--- config.mk ---
export PLATFORM = sky130hd
export DESIGN_NAME = left_to_right_decimal_expression_eval_top_flat
export DESIGN_NICKNAME = d
export VERILOG_FILES = /design/src/design/lrde_pkg.sv /design/src/design/lrde_if.sv /design/src/design/lrde_sequencer.sv /design/src/design/left_to_right_decimal_expression_eval_top.sv /design/src/flat_wrapper.sv
export SDC_FILE = /design/constraint.sdc
export NUM_CORES = 1
export LEC_CHECK = 0
export ABC_AREA = 1
export BUFFER_PORTS_ARGS = -buffer_cell sky130_fd_sc_hd__buf_2
export CAP_MARGIN = 25
export CORE_MARGIN = 5
export CORE_UTILIZATION = 55
export CTS_BUF_LIST = sky130_fd_sc_hd__clkbuf_8
export CTS_CLUSTER_DIAMETER = 40
export DETAILED_ROUTE_END_ITERATION = 8
export HOLD_SLACK_MARGIN = 0.02
export PLACE_DENSITY = 0.71
export SYNTH_ARGS = -nofsm -noshare
export SYNTH_HDL_FRONTEND = slang
export SYNTH_SLANG_ARGS = --single-unit
--- constraint.sdc ---
create_clock -name clk -period 4.4 [get_ports clk]
set_input_delay 0.88 -clock clk [delete_from_list [all_inputs] [get_ports clk]]
set_output_delay 0.88 -clock clk [all_outputs]
set_load 0.02 [all_outputs]
--- src/design/lrde_pkg.sv ---
// ----------------------------------------------------------------------------
// lrde_pkg: shared types and constants of the expression evaluator
// Character codes, operator codes, the microcode word format and the
// microprogram that drives the evaluator datapath.
// ----------------------------------------------------------------------------
package lrde_pkg;

	// Character codes of the expression stream
	localparam logic [7:0] CHR_NUL   = 8'd0;
	localparam logic [7:0] CHR_MUL   = 8'd42;
	localparam logic [7:0] CHR_PLUS  = 8'd43;
	localparam logic [7:0] CHR_MINUS = 8'd45;
	localparam logic [7:0] CHR_DIV   = 8'd47;
	localparam logic [7:0] CHR_ZERO  = 8'd48;

	// Width of a result value on the output channel
	localparam int ResultW = 32;

	// Pending operator codes
	typedef enum logic [1:0] {
		OP_ADD = 2'd0,
		OP_SUB = 2'd1,
		OP_MUL = 2'd2,
		OP_DIV = 2'd3
	} op_t;

	// Datapath action selected by a microcode word
	typedef enum logic [3:0] {
		DP_NONE,
		DP_FETCH,
		DP_ADDSUB,
		DP_MUL_LOAD,
		DP_MUL_STEP,
		DP_MUL_DONE,
		DP_DIV_LOAD,
		DP_DIV_STEP,
		DP_DIV_DONE,
		DP_FINISH,
		DP_EMIT
	} dp_t;

	// Next-address condition of a microcode word
	typedef enum logic [2:0] {
		CND_NEXT,      // step + 1
		CND_GOTO,      // target
		CND_DISPATCH,  // wait for a non-digit character, then branch on the pending operator
		CND_LOOP,      // repeat until the bit counter runs out, then step + 1
		CND_IF_ZERO,   // target when the operand is zero, else step + 1
		CND_IF_MORE,   // target when the character was not NUL, else step + 1
		CND_WAIT_OUT   // hold until the output register is free, then target
	} cond_t;

	typedef logic [3:0] upc_t;

	// Microprogram addresses
	localparam upc_t UA_FETCH    = 4'd0;
	localparam upc_t UA_ADDSUB   = 4'd1;
	localparam upc_t UA_MUL_INIT = 4'd2;
	localparam upc_t UA_MUL_STEP = 4'd3;
	localparam upc_t UA_MUL_DONE = 4'd4;
	localparam upc_t UA_DIV_INIT = 4'd5;
	localparam upc_t UA_DIV_STEP = 4'd6;
	localparam upc_t UA_DIV_DONE = 4'd7;
	localparam upc_t UA_FINISH   = 4'd8;
	localparam upc_t UA_EMIT     = 4'd9;

	// One control word
	typedef struct packed {
		logic  ready;
		dp_t   dp;
		cond_t cond;
		upc_t  target;
	} ucode_t;

	// Status from the datapath to the sequencer
	typedef struct packed {
		logic accept;     // character transaction this cycle
		logic is_digit;   // incoming character is a digit
		op_t  op;         // pending operator
		logic cnt_last;   // last bit step of multiply or divide
		logic num_zero;   // right operand is zero
		logic more;       // latched character was not NUL
		logic out_free;   // output register can take a result
	} seq_status_t;

	// Microprogram ROM
	function automatic ucode_t lrde_ucode(upc_t addr);
		ucode_t w;
		case (addr)
			UA_FETCH:    w = '{1'b1, DP_FETCH,    CND_DISPATCH, UA_FETCH};
			UA_ADDSUB:   w = '{1'b0, DP_ADDSUB,   CND_GOTO,     UA_FINISH};
			UA_MUL_INIT: w = '{1'b0, DP_MUL_LOAD, CND_NEXT,     UA_FETCH};
			UA_MUL_STEP: w = '{1'b0, DP_MUL_STEP, CND_LOOP,     UA_FETCH};
			UA_MUL_DONE: w = '{1'b0, DP_MUL_DONE, CND_GOTO,     UA_FINISH};
			UA_DIV_INIT: w = '{1'b0, DP_DIV_LOAD, CND_IF_ZERO,  UA_FINISH};
			UA_DIV_STEP: w = '{1'b0, DP_DIV_STEP, CND_LOOP,     UA_FETCH};
			UA_DIV_DONE: w = '{1'b0, DP_DIV_DONE, CND_NEXT,     UA_FETCH};
			UA_FINISH:   w = '{1'b0, DP_FINISH,   CND_IF_MORE,  UA_FETCH};
			UA_EMIT:     w = '{1'b0, DP_EMIT,     CND_WAIT_OUT, UA_FETCH};
			default:     w = '{1'b0, DP_NONE,     CND_GOTO,     UA_FETCH};
		endcase
		return w;
	endfunction

	// Map an operator or NUL character to the next pending operator
	function automatic op_t char_to_op(logic [7:0] c);
		op_t op;
		case (c)
			CHR_MINUS: op = OP_SUB;
			CHR_MUL:   op = OP_MUL;
			CHR_DIV:   op = OP_DIV;
			default:   op = OP_ADD;
		endcase
		return op;
	endfunction

endpackage

--- src/design/lrde_if.sv ---
// ----------------------------------------------------------------------------
// lrde_if: stream channels of the expression evaluator
// Valid/ready channels for expression characters and for results.
// ----------------------------------------------------------------------------
interface lrde_char_if;
	logic       valid;
	logic       ready;
	logic [7:0] char_code;

	modport source (output valid, output char_code, input ready);
	modport sink (input valid, input char_code, output ready);
endinterface

interface lrde_result_if;
	logic               valid;
	logic               ready;
	logic signed [31:0] value;
	logic               div_by_zero;

	modport source (output valid, output value, output div_by_zero, input ready);
	modport sink (input valid, input value, input div_by_zero, output ready);
endinterface

--- src/design/lrde_sequencer.sv ---
// ----------------------------------------------------------------------------
// lrde_sequencer: microprogram sequencer
// Holds the step counter, reads the control word from the microcode ROM and
// picks the next step from the datapath status.
// ----------------------------------------------------------------------------
module lrde_sequencer (
	input  logic                     clk,
	input  logic                     arst_n,
	input  lrde_pkg::seq_status_t    status,
	output lrde_pkg::ucode_t         ctl
);
	import lrde_pkg::*;

	upc_t upc_q;
	upc_t upc_d;
	upc_t upc_inc;

	// Decode the current step
	assign ctl     = lrde_ucode(upc_q);
	assign upc_inc = upc_t'(upc_q + 1'b1);

	// Pick the next step
	always_comb begin
		upc_d = upc_q;
		case (ctl.cond)
			CND_NEXT: upc_d = upc_inc;
			CND_GOTO: upc_d = ctl.target;
			CND_DISPATCH: begin
				if (status.accept && !status.is_digit) begin
					case (status.op)
						OP_MUL:  upc_d = UA_MUL_INIT;
						OP_DIV:  upc_d = UA_DIV_INIT;
						default: upc_d = UA_ADDSUB;
					endcase
				end
			end
			CND_LOOP: begin
				if (status.cnt_last) begin
					upc_d = upc_inc;
				end
			end
			CND_IF_ZERO: upc_d = status.num_zero ? ctl.target : upc_inc;
			CND_IF_MORE: upc_d = status.more ? ctl.target : upc_inc;
			CND_WAIT_OUT: begin
				if (status.out_free) begin
					upc_d = ctl.target;
				end
			end
			default: upc_d = UA_FETCH;
		endcase
	end

	// Hold the step counter
	always_ff @(posedge clk or negedge arst_n) begin
		if (!arst_n) begin
			upc_q <= UA_FETCH;
		end else begin
			upc_q <= upc_d;
		end
	end

endmodule

--- src/design/left_to_right_decimal_expression_eval_top.sv ---
// ----------------------------------------------------------------------------
// left_to_right_decimal_expression_eval_top: streaming expression evaluator
// Evaluates +, -, * and / strictly left to right over a character stream.
// ----------------------------------------------------------------------------
// The block takes one character per transaction and evaluates the expression
// left to right with no precedence, in DATA_WIDTH-bit two's complement with
// wraparound; NUL ends the expression and emits one result whose value is
// the accumulator sign-extended to 32 bits, with a flag for any division by
// zero. A digit character is taken in the fetch step. An operator or NUL that
// closes an addition or subtraction passes through the add/sub and finish
// steps; one that closes a multiplication or division passes through a load
// step, the bit loop of the shared shift-add / restoring-divide unit that
// retires one operand bit per cycle, a done step and the finish step. A
// division by zero skips the bit loop and the done step. NUL adds an emit
// step to load the output register, and waits there while a previous result
// has not been taken. A finished result waits in its own register while the next expression streams in.
// ----------------------------------------------------------------------------
module left_to_right_decimal_expression_eval_top #(
	parameter int DATA_WIDTH = 32
) (
	input  logic                 clk,
	input  logic                 arst_n,
	lrde_char_if.sink            chars,
	lrde_result_if.source        results
);
	import lrde_pkg::*;

	localparam int DW   = DATA_WIDTH;
	localparam int CntW = $clog2(DW);

	ucode_t      ctl;
	seq_status_t status;

	// Architectural state
	logic [DW-1:0] acc_q;
	logic [DW-1:0] num_q;
	op_t           op_q;
	logic          err_q;

	// Shared multiply / divide unit
	logic [DW-1:0]   a_q;
	logic [DW-1:0]   b_q;
	logic [DW-1:0]   p_q;
	logic [CntW-1:0] cnt_q;
	logic            neg_q;
	logic [7:0]      char_q;

	// Output register
	logic                     out_valid_q;
	logic signed [ResultW-1:0] out_value_q;
	logic                     out_dz_q;

	logic          accept;
	logic          is_digit;
	logic          num_zero;
	logic          out_free;
	logic          emit_fire;
	logic [DW-1:0] digit_num;
	logic [DW-1:0] acc_mag;
	logic [DW-1:0] num_mag;
	logic [DW:0]   div_shift;
	logic [DW:0]   div_diff;

	lrde_sequencer u_seq (
		.clk    (clk),
		.arst_n (arst_n),
		.status (status),
		.ctl    (ctl)
	);

	// Classify the incoming character and gather status
	always_comb begin
		accept    = chars.valid && chars.ready;
		is_digit  = !(chars.char_code inside {CHR_NUL, CHR_PLUS, CHR_MINUS, CHR_MUL, CHR_DIV});
		num_zero  = (num_q == '0);
		out_free  = !out_valid_q || results.ready;
		emit_fire = (ctl.dp == DP_EMIT) && out_free;

		status.accept   = accept;
		status.is_digit = is_digit;
		status.op       = op_q;
		status.cnt_last = (cnt_q == '0);
		status.num_zero = num_zero;
		status.more     = (char_q != CHR_NUL);
		status.out_free = out_free;
	end

	// Datapath arithmetic
	always_comb begin
		// number * 10 + (code - 48), as (n << 3) + (n << 1) + digit
		digit_num = (num_q << 3) + (num_q << 1) + DW'(chars.char_code) - DW'(CHR_ZERO);
		acc_mag   = acc_q[DW-1] ? (~acc_q + 1'b1) : acc_q;
		num_mag   = num_q[DW-1] ? (~num_q + 1'b1) : num_q;
		div_shift = {p_q, a_q[DW-1]};
		div_diff  = div_shift - {1'b0, b_q};
	end

	assign chars.ready         = ctl.ready;
	assign results.valid       = out_valid_q;
	assign results.value       = out_value_q;
	assign results.div_by_zero = out_dz_q;

	// Update architectural state and the output handshake
	always_ff @(posedge clk or negedge arst_n) begin
		if (!arst_n) begin
			acc_q       <= '0;
			num_q       <= '0;
			op_q        <= OP_ADD;
			err_q       <= 1'b0;
			out_valid_q <= 1'b0;
		end else begin
			if (emit_fire) begin
				out_valid_q <= 1'b1;
			end else if (results.ready) begin
				out_valid_q <= 1'b0;
			end
			case (ctl.dp)
				DP_FETCH: begin
					if (accept && is_digit) begin
						num_q <= digit_num;
					end
				end
				DP_ADDSUB: acc_q <= (op_q == OP_SUB) ? (acc_q - num_q) : (acc_q + num_q);
				DP_MUL_DONE: acc_q <= p_q;
				DP_DIV_LOAD: begin
					if (num_zero) begin
						acc_q <= '0;
						err_q <= 1'b1;
					end
				end
				DP_DIV_DONE: acc_q <= neg_q ? (~a_q + 1'b1) : a_q;
				DP_FINISH: begin
					num_q <= '0;
					op_q  <= char_to_op(char_q);
				end
				DP_EMIT: begin
					if (out_free) begin
						acc_q <= '0;
						err_q <= 1'b0;
					end
				end
				default: ;
			endcase
		end
	end

	// Advance the multiply / divide unit and load the result payload
	always_ff @(posedge clk) begin
		case (ctl.dp)
			DP_FETCH: begin
				if (accept) begin
					char_q <= chars.char_code;
				end
			end
			DP_MUL_LOAD: begin
				p_q   <= '0;
				a_q   <= acc_q;
				b_q   <= num_q;
				cnt_q <= CntW'(DW - 1);
			end
			DP_MUL_STEP: begin
				if (b_q[0]) begin
					p_q <= p_q + a_q;
				end
				a_q   <= a_q << 1;
				b_q   <= b_q >> 1;
				cnt_q <= cnt_q - 1'b1;
			end
			DP_DIV_LOAD: begin
				p_q   <= '0;
				a_q   <= acc_mag;
				b_q   <= num_mag;
				neg_q <= acc_q[DW-1] ^ num_q[DW-1];
				cnt_q <= CntW'(DW - 1);
			end
			DP_DIV_STEP: begin
				// Restoring step: subtract when the divisor fits
				if (!div_diff[DW]) begin
					p_q <= div_diff[DW-1:0];
					a_q <= {a_q[DW-2:0], 1'b1};
				end else begin
					p_q <= div_shift[DW-1:0];
					a_q <= {a_q[DW-2:0], 1'b0};
				end
				cnt_q <= cnt_q - 1'b1;
			end
			DP_EMIT: begin
				if (out_free) begin
					out_value_q <= ResultW'($signed(acc_q));
					out_dz_q    <= err_q;
				end
			end
			default: ;
		endcase
	end

	// No new character while the shared unit is iterating
	a_busy_no_ready: assert property (@(posedge clk) disable iff (!arst_n)
		(ctl.dp == DP_MUL_STEP || ctl.dp == DP_DIV_STEP) |-> !chars.ready)
		else $error("character accepted during multiply or divide");

	// A new result appears only out of the emit step
	a_result_from_emit: assert property (@(posedge clk) disable iff (!arst_n)
		$rose(results.valid) |-> $past(emit_fire))
		else $error("result raised outside the emit step");

	// Emitting a result returns the state to its reset values
	a_emit_clears: assert property (@(posedge clk) disable iff (!arst_n)
		emit_fire |=> (acc_q == '0 && num_q == '0 && !err_q && op_q == OP_ADD))
		else $error("state not cleared after emit");

	// A zero divisor marks the error flag
	a_div_zero_flag: assert property (@(posedge clk) disable iff (!arst_n)
		(ctl.dp == DP_DIV_LOAD && num_zero) |=> (err_q && acc_q == '0))
		else $error("division by zero not flagged");

endmodule

--- src/flat_wrapper.sv ---
// flat-port wrapper written by rule: the top's interface ports become plain ports
module left_to_right_decimal_expression_eval_top_flat import lrde_pkg::*;
#(
	parameter int DATA_WIDTH = 32
)
  (clk, arst_n, chars_valid, chars_char_code, chars_ready, results_valid, results_value, results_div_by_zero, results_ready);
  lrde_char_if chars_i ();
  lrde_result_if results_i ();
  input  logic clk;
  input  logic arst_n;
  input wire logic [$bits(chars_i.valid)-1:0] chars_valid;
  input wire logic [$bits(chars_i.char_code)-1:0] chars_char_code;
  output wire logic [$bits(chars_i.ready)-1:0] chars_ready;
  output wire logic [$bits(results_i.valid)-1:0] results_valid;
  output wire logic [$bits(results_i.value)-1:0] results_value;
  output wire logic [$bits(results_i.div_by_zero)-1:0] results_div_by_zero;
  input wire logic [$bits(results_i.ready)-1:0] results_ready;
  assign chars_i.valid = chars_valid;
  assign chars_i.char_code = chars_char_code;
  assign chars_ready = chars_i.ready;
  assign results_valid = results_i.valid;
  assign results_value = results_i.value;
  assign results_div_by_zero = results_i.div_by_zero;
  assign results_i.ready = results_ready;
  left_to_right_decimal_expression_eval_top #(.DATA_WIDTH(DATA_WIDTH)) u_core (.clk(clk), .arst_n(arst_n), .chars(chars_i), .results(results_i));
endmodule
Yosys cells after proc, flatten, opt, wreduce, memory -nomap -nowiden:

Memories as Yosys holds them, arrays and structs flattened.
Cells that the tools add are included.

* mux-type cells: 29
* reductions and logical operators: 30
* eq/ne operators: 33
* bitwise operators: 4
* add/sub/neg operators: 12

Operators by type and width (count)
* $mux W32: 9
* $pmux W32 S3: 2
* $pmux W32 S5: 1
* $pmux W32 S4: 1
* $add A32 B1 Y32 const B: 3
* $add A32 B32 Y32: 3
* $not A32 Y32: 3
* $pmux W32 S2: 1
* $eq A8 B6 Y1 const B: 7
* $sub A33 B32 Y33: 1
* $add A32 B8 Y32: 1
* $logic_not A32 Y1: 1
* $sub A32 B32 Y32: 1
* $sub A32 B6 Y32 const B: 1
* $pmux W4 S7: 1
* $mux W4: 5
* $eq A4 B3 Y1 const B: 4
* $eq A4 B4 Y1 const B: 3
* $ne A2 B1 Y1 const B: 6
* $pmux W5 S2: 1
* $reduce_bool A5 Y1: 2
* $eq A3 B3 Y1 const B: 3
* $reduce_and A3 Y1: 3
* $eq A4 B2 Y1 const B: 2
* 25 further kinds: 43

* bits of input ports: 12
* memory bits (read-only): 144
* register bits: 215
* output and inout port bits: 35
* logic and storage cells: 123
* memories kept: 1

Memory list
* (no name shown): words 16, width 9, rd ports 1, clocked after memory_dff 0, wr ports 0, RTL line lrde_pkg.sv:89 `case (addr)`

Depth between registers and ports, before layout:

* word-level depth: 6
* depth in mapped cells: 22
* mapped depth without buffers: 22

By module:

From an unflattened synthesis, not the netlist that was laid out.

* cell total of the unflattened synthesis: 3616
* area, all modules: 22970.8 um^2

By module, submodules not included
* left_to_right_decimal_expression_eval_top: sequential area each 5995.8 um^2, cells each 3492, times used 1, area an instance 22167.5 um^2
* lrde_sequencer: sequential area each 100.1 um^2, cells each 124, times used 1, area an instance 803.3 um^2

Worst setup path before layout:

No wires, ideal clock.

* path type: input port to flip-flop
* start: in chars_char_code[3]
* end: reg u_core.num_q[25]
* buffers on the path: 0
* library setup time: 0.117 ns
* path slack: 1.090 ns
* data arrival time: 3.192 ns
* cell stages on the path: 14
* data required time: 4.283 ns
* cell sequence: inv_1 -> fa_1 -> inv_1 -> ha_1 -> ha_1 -> fa_1 -> nand3_1 -> nand3_1 -> a21oi_1 -> o21ai_0 -> nand2_1 -> nand3b_1 -> nand3_1 -> nand2_1

* word-level cells in the longest chain between the ends: 6
* elaborated cells on any way between the ends: 14
* those cells by class: add/sub (2); eq/ne (5); mux (2); reduce/logical (5)

Ends and longest elaborated chain
* start, declared: RTL line flat_wrapper.sv:12 `input wire logic [$bits(chars_i.char_code)-1:0] chars_char_code;`
* branches (longest 6 deep; another with $add A32 B8 Y32)
* end signal, assigned: RTL line left_to_right_decimal_expression_eval_top.sv:120 `num_q <= digit_num;`
* end, declared: RTL line left_to_right_decimal_expression_eval_top.sv:36 `logic [DW-1:0] num_q;`

Several ways; the timed one is not identified. The select of a mux whose other input is x is not followed.
A chain may end at the register's enable or synchronous reset.

Worst setup path in the final report:

* start: reg u_core.num_q[0]
* end: reg u_core.acc_q[13]

* word-level cells in the longest chain between the ends: 3
* elaborated cells on any way between the ends: 7
* those cells by class: add/sub (2); eq/ne (1); mux (2); reduce/logical (2)

Ends and longest elaborated chain
* $add A32 B32 Y32, or another cell as far along: RTL line left_to_right_decimal_expression_eval_top.sv:123 `DP_ADDSUB: acc_q <= (op_q == OP_SUB) ? (acc_q - num_q) : (acc_q + num_q);`
* $mux W32 / $ne A2 B1 Y1 (equally long branches)
* $pmux W32 S5 / $reduce_and A3 Y1 (equally long branches)
* end signal, assigned: RTL line left_to_right_decimal_expression_eval_top.sv:123
* end signal, assigned: RTL line left_to_right_decimal_expression_eval_top.sv:124 `DP_MUL_DONE: acc_q <= p_q;`
* end signal, assigned: RTL line left_to_right_decimal_expression_eval_top.sv:131 `DP_DIV_DONE: acc_q <= neg_q ? (~a_q + 1'b1) : a_q;`
* end, declared: RTL line left_to_right_decimal_expression_eval_top.sv:35 `logic [DW-1:0] acc_q;`

Several ways; a longest one is shown, not always the timed one.

==> summary.txt <==
Post-Syn Instances: 3502
Total grt overflow: 0
Resized Gates After CTS: 0
Seq/Total Area, Yosys: 26.9%
Hold Crit Class: in -> async
Main combinational cell family by area after synthesis: simple AND/OR/NAND/NOR gates
CTS tree: built
Crit start category: flip-flop
Setup TNS: 0 ns
Vias: 24000
DRT iter0 DRCs: 2823
All-Layer GR Usage: 34.9%
Arr. time, crit path: 4.28 ns
FF+latch count, synth: 215
CP endpoint kind: flip-flop
CTS Buffer Depth: 3
Post-synth ARST share: 33.5%
Die area: 0.0453 mm²
Setup repair bufs after CTS: 0
CTS Sinks: 215
Commonest non-fill, non-tap cell in the layout: nand2_1
Synth Area in Simple Gates: 35.3%
Max-cap violations: 0
Global-route wire length before repair: 124000 µm
CP Data Required Time: 4.92 ns
Post-synthesis cell type count: 54
Period Utilization, post-route: 85.4%
XOR/XNOR Fraction of Synth Area: 3.09%
Detailed Place HPWL: 64900 µm
Vias in the first global route: 22400
Latest clock arrival within the worst-skew pair: 0.63 ns
Initial antenna violation count: 1
Layout area overhead: 7.45%
# rows: 74
Top FF cell, synth: edfxtp_1
Cell Area, Placed: 0.0233 mm²
Post-Synthesis Net Count: 3710
Port Buffers: 46
Commonest cells after routing, fill and taps aside: 1101 x nand2_1, 532 x inv_1, 344 x nor2_1
Fin util: 59.7%
Share of layout cells above drive strength 1: 5.61%
Unrepaired setup endpoints after global routing: no
Cell area after synthesis: 0.0226 mm²
DRC Markers: 0
Die height: 213 µm
Finished Cell Area: 0.0243 mm²
Final Hold Vio Count: 0
Clk root buf: clkbuf_8
Crit path max fanout: 9
CTS Buf Count: 47
Vias per cell: 5.84
Clock Pin Slew Worst Setup and Hold Paths: 0.06 ns
Final setup violation count: 0
Avg Cell Area, Syn: 6.47 µm²
Mux cell area share after synthesis: 0%
Max frequency: 0.266 GHz
Final Skew: 0.0214 ns
Synth Area in Adders: 11.1%
Hold Buf Count CTS: 0
Largest net degree at the start of global routing: 63
YS warnings: 0
Core Region: 0.0407 mm²
H-tree levels: 2
Routability congestion estimate: 1.01
Starting Density: 55.6%
Outcome: finished, final reports clean
DIE WIDTH: 213 µm
Detail Route Antenna Nets: 0
I/O pin count: 47
Compound-Gate Fraction of Synth Area: 13.0%
Rel. slew slack: 38.9%
Critical path type: reg -> reg
Routed WL: 80500 µm
Slew Viols, Final: 0
Routed len/inst: 19.5 µm
EDFF count, synth: 143
DR pass1 iterations: 6
Nets: 3754
Worst slew pin tran: 0.917 ns
Final critical-path required period: 3.76 ns
logic make-up (layout without fill, tap and decap cells):
family                   count (synthesis)  in the layout
other                                    0              1
adder cells (fa/ha/maj)                196            196
AND/OR/NAND/NOR                       1898           1898
buffers and inverters                  601            684
XOR/XNOR                                80             80
AO/OA/AOI/OAI                          512            512
flip-flops                             215            215
critical path, stage by stage, from the launching register on:
cell	delay (ns)
dfrtp_1	0.40
inv_1	0.18
ha_1	0.22
nand3_1	0.20
nor2_4	0.30
nand2_1	0.13
nor2_1	0.13
xor2_1	0.21
nand2_1	0.07
o21ai_0	0.18
ha_1	0.36
nand2_1	0.13
inv_1	0.05
a21oi_1	0.21
nand2_1	0.13
inv_1	0.06
nand2_1	0.14
or2_2	0.31
nand3_1	0.08
nand2_1	0.05
nand2_1	0.05
nand2_1	0.05
area by class of cell:
class | count | area [µm²]
sequential | 215 | 6100
clock inverter | 36 | 262
multi-input combinational | 2686 | 14200
fill | 3995 | 16400
inverter | 528 | 1990
timing repair buffer | 68 | 423
antenna | 1 | 2.50
tap | 532 | 666
clock buffer | 52 | 716
per-stage QoR:
stage | cells | worst slack (ns) | hold WS (ns)
after CTS | 4116 | 0.677 | 0.319
after detailed placement | 4028 | 0.587 | 0.433
final | 4118 | 0.642 | 0.317
after floorplan | 3502 | 1.09 | 0.419
after global routing | 4117 | 0.298 | 0.376
after global placement | 4028 | 0.689 | 0.425
cell usage after synthesis (5+ instances only):
library cell	count	area (µm²)
nand2_1	1101	4130
inv_1	513	1930
nor2_1	346	1300
nand3_1	281	1410
a21oi_1	187	936
ha_1	187	2340
o21ai_0	169	846
edfxtp_1	143	4290
dfrtp_1	72	1800
xor2_1	47	412
nor3_1	42	210
nand4_1	38	238
clkbuf_1	35	131
a22oi_1	33	248
xnor2_1	33	289
nand3b_1	32	240
o22ai_1	28	175
o211ai_1	27	203
buf_2	19	95.1
or2_2	18	113
o221ai_1	16	140
o21bai_1	12	90.1
inv_2	11	41.3
a21o_1	9	67.6
buf_6	9	101
fa_1	9	180
nand2_2	8	50.1
o21a_1	8	60.1
o21ai_1	8	40.0
buf_4	7	52.6
and2_1	6	37.5
nand2_4	5	56.3
path summary, 6_finish.rpt:
path	from	end	slack, ns	depth (start not counted)
min in group clk	u_core.err_q	u_core.results.div_by_zero	0.45	0
setup reg to reg	u_core.num_q[0]	u_core.acc_q[13]	0.64	21
hold / removal	arst_n	u_core.num_q[28]	0.32	1
setup / recovery	u_core.num_q[0]	u_core.acc_q[13]	0.64	21
hold reg to reg	u_core.err_q	u_core.results.div_by_zero	0.45	0
max in group asynchronous	arst_n	u_core.acc_q[26]	3.25	2
state kept, by name, summed over array words and instances (netlist names), 2 cells and up:
| name | cells |
|---|---|
| u_core.a_q | 32 |
| u_core.u_seq.upc_q | 4 |
| u_core.char_q | 8 |
| u_core.b_q | 32 |
| u_core.cnt_q | 5 |
| u_core.p_q | 32 |
| u_core.num_q | 32 |
| u_core.acc_q | 32 |
| u_core.op_q | 2 |
| u_core.results.value | 32 |
per-layer routing:
metal  GRT usage [%]  part of all wire, %
met5               0                0.016
met4            17.3                  5.7
met3            5.52                  8.6
met2            55.6                   44
met1            46.5                   41
Power is left out: the tool's default activity adds up to more than one toggle a clock period on the data nets, which glitch-free logic cannot reach.
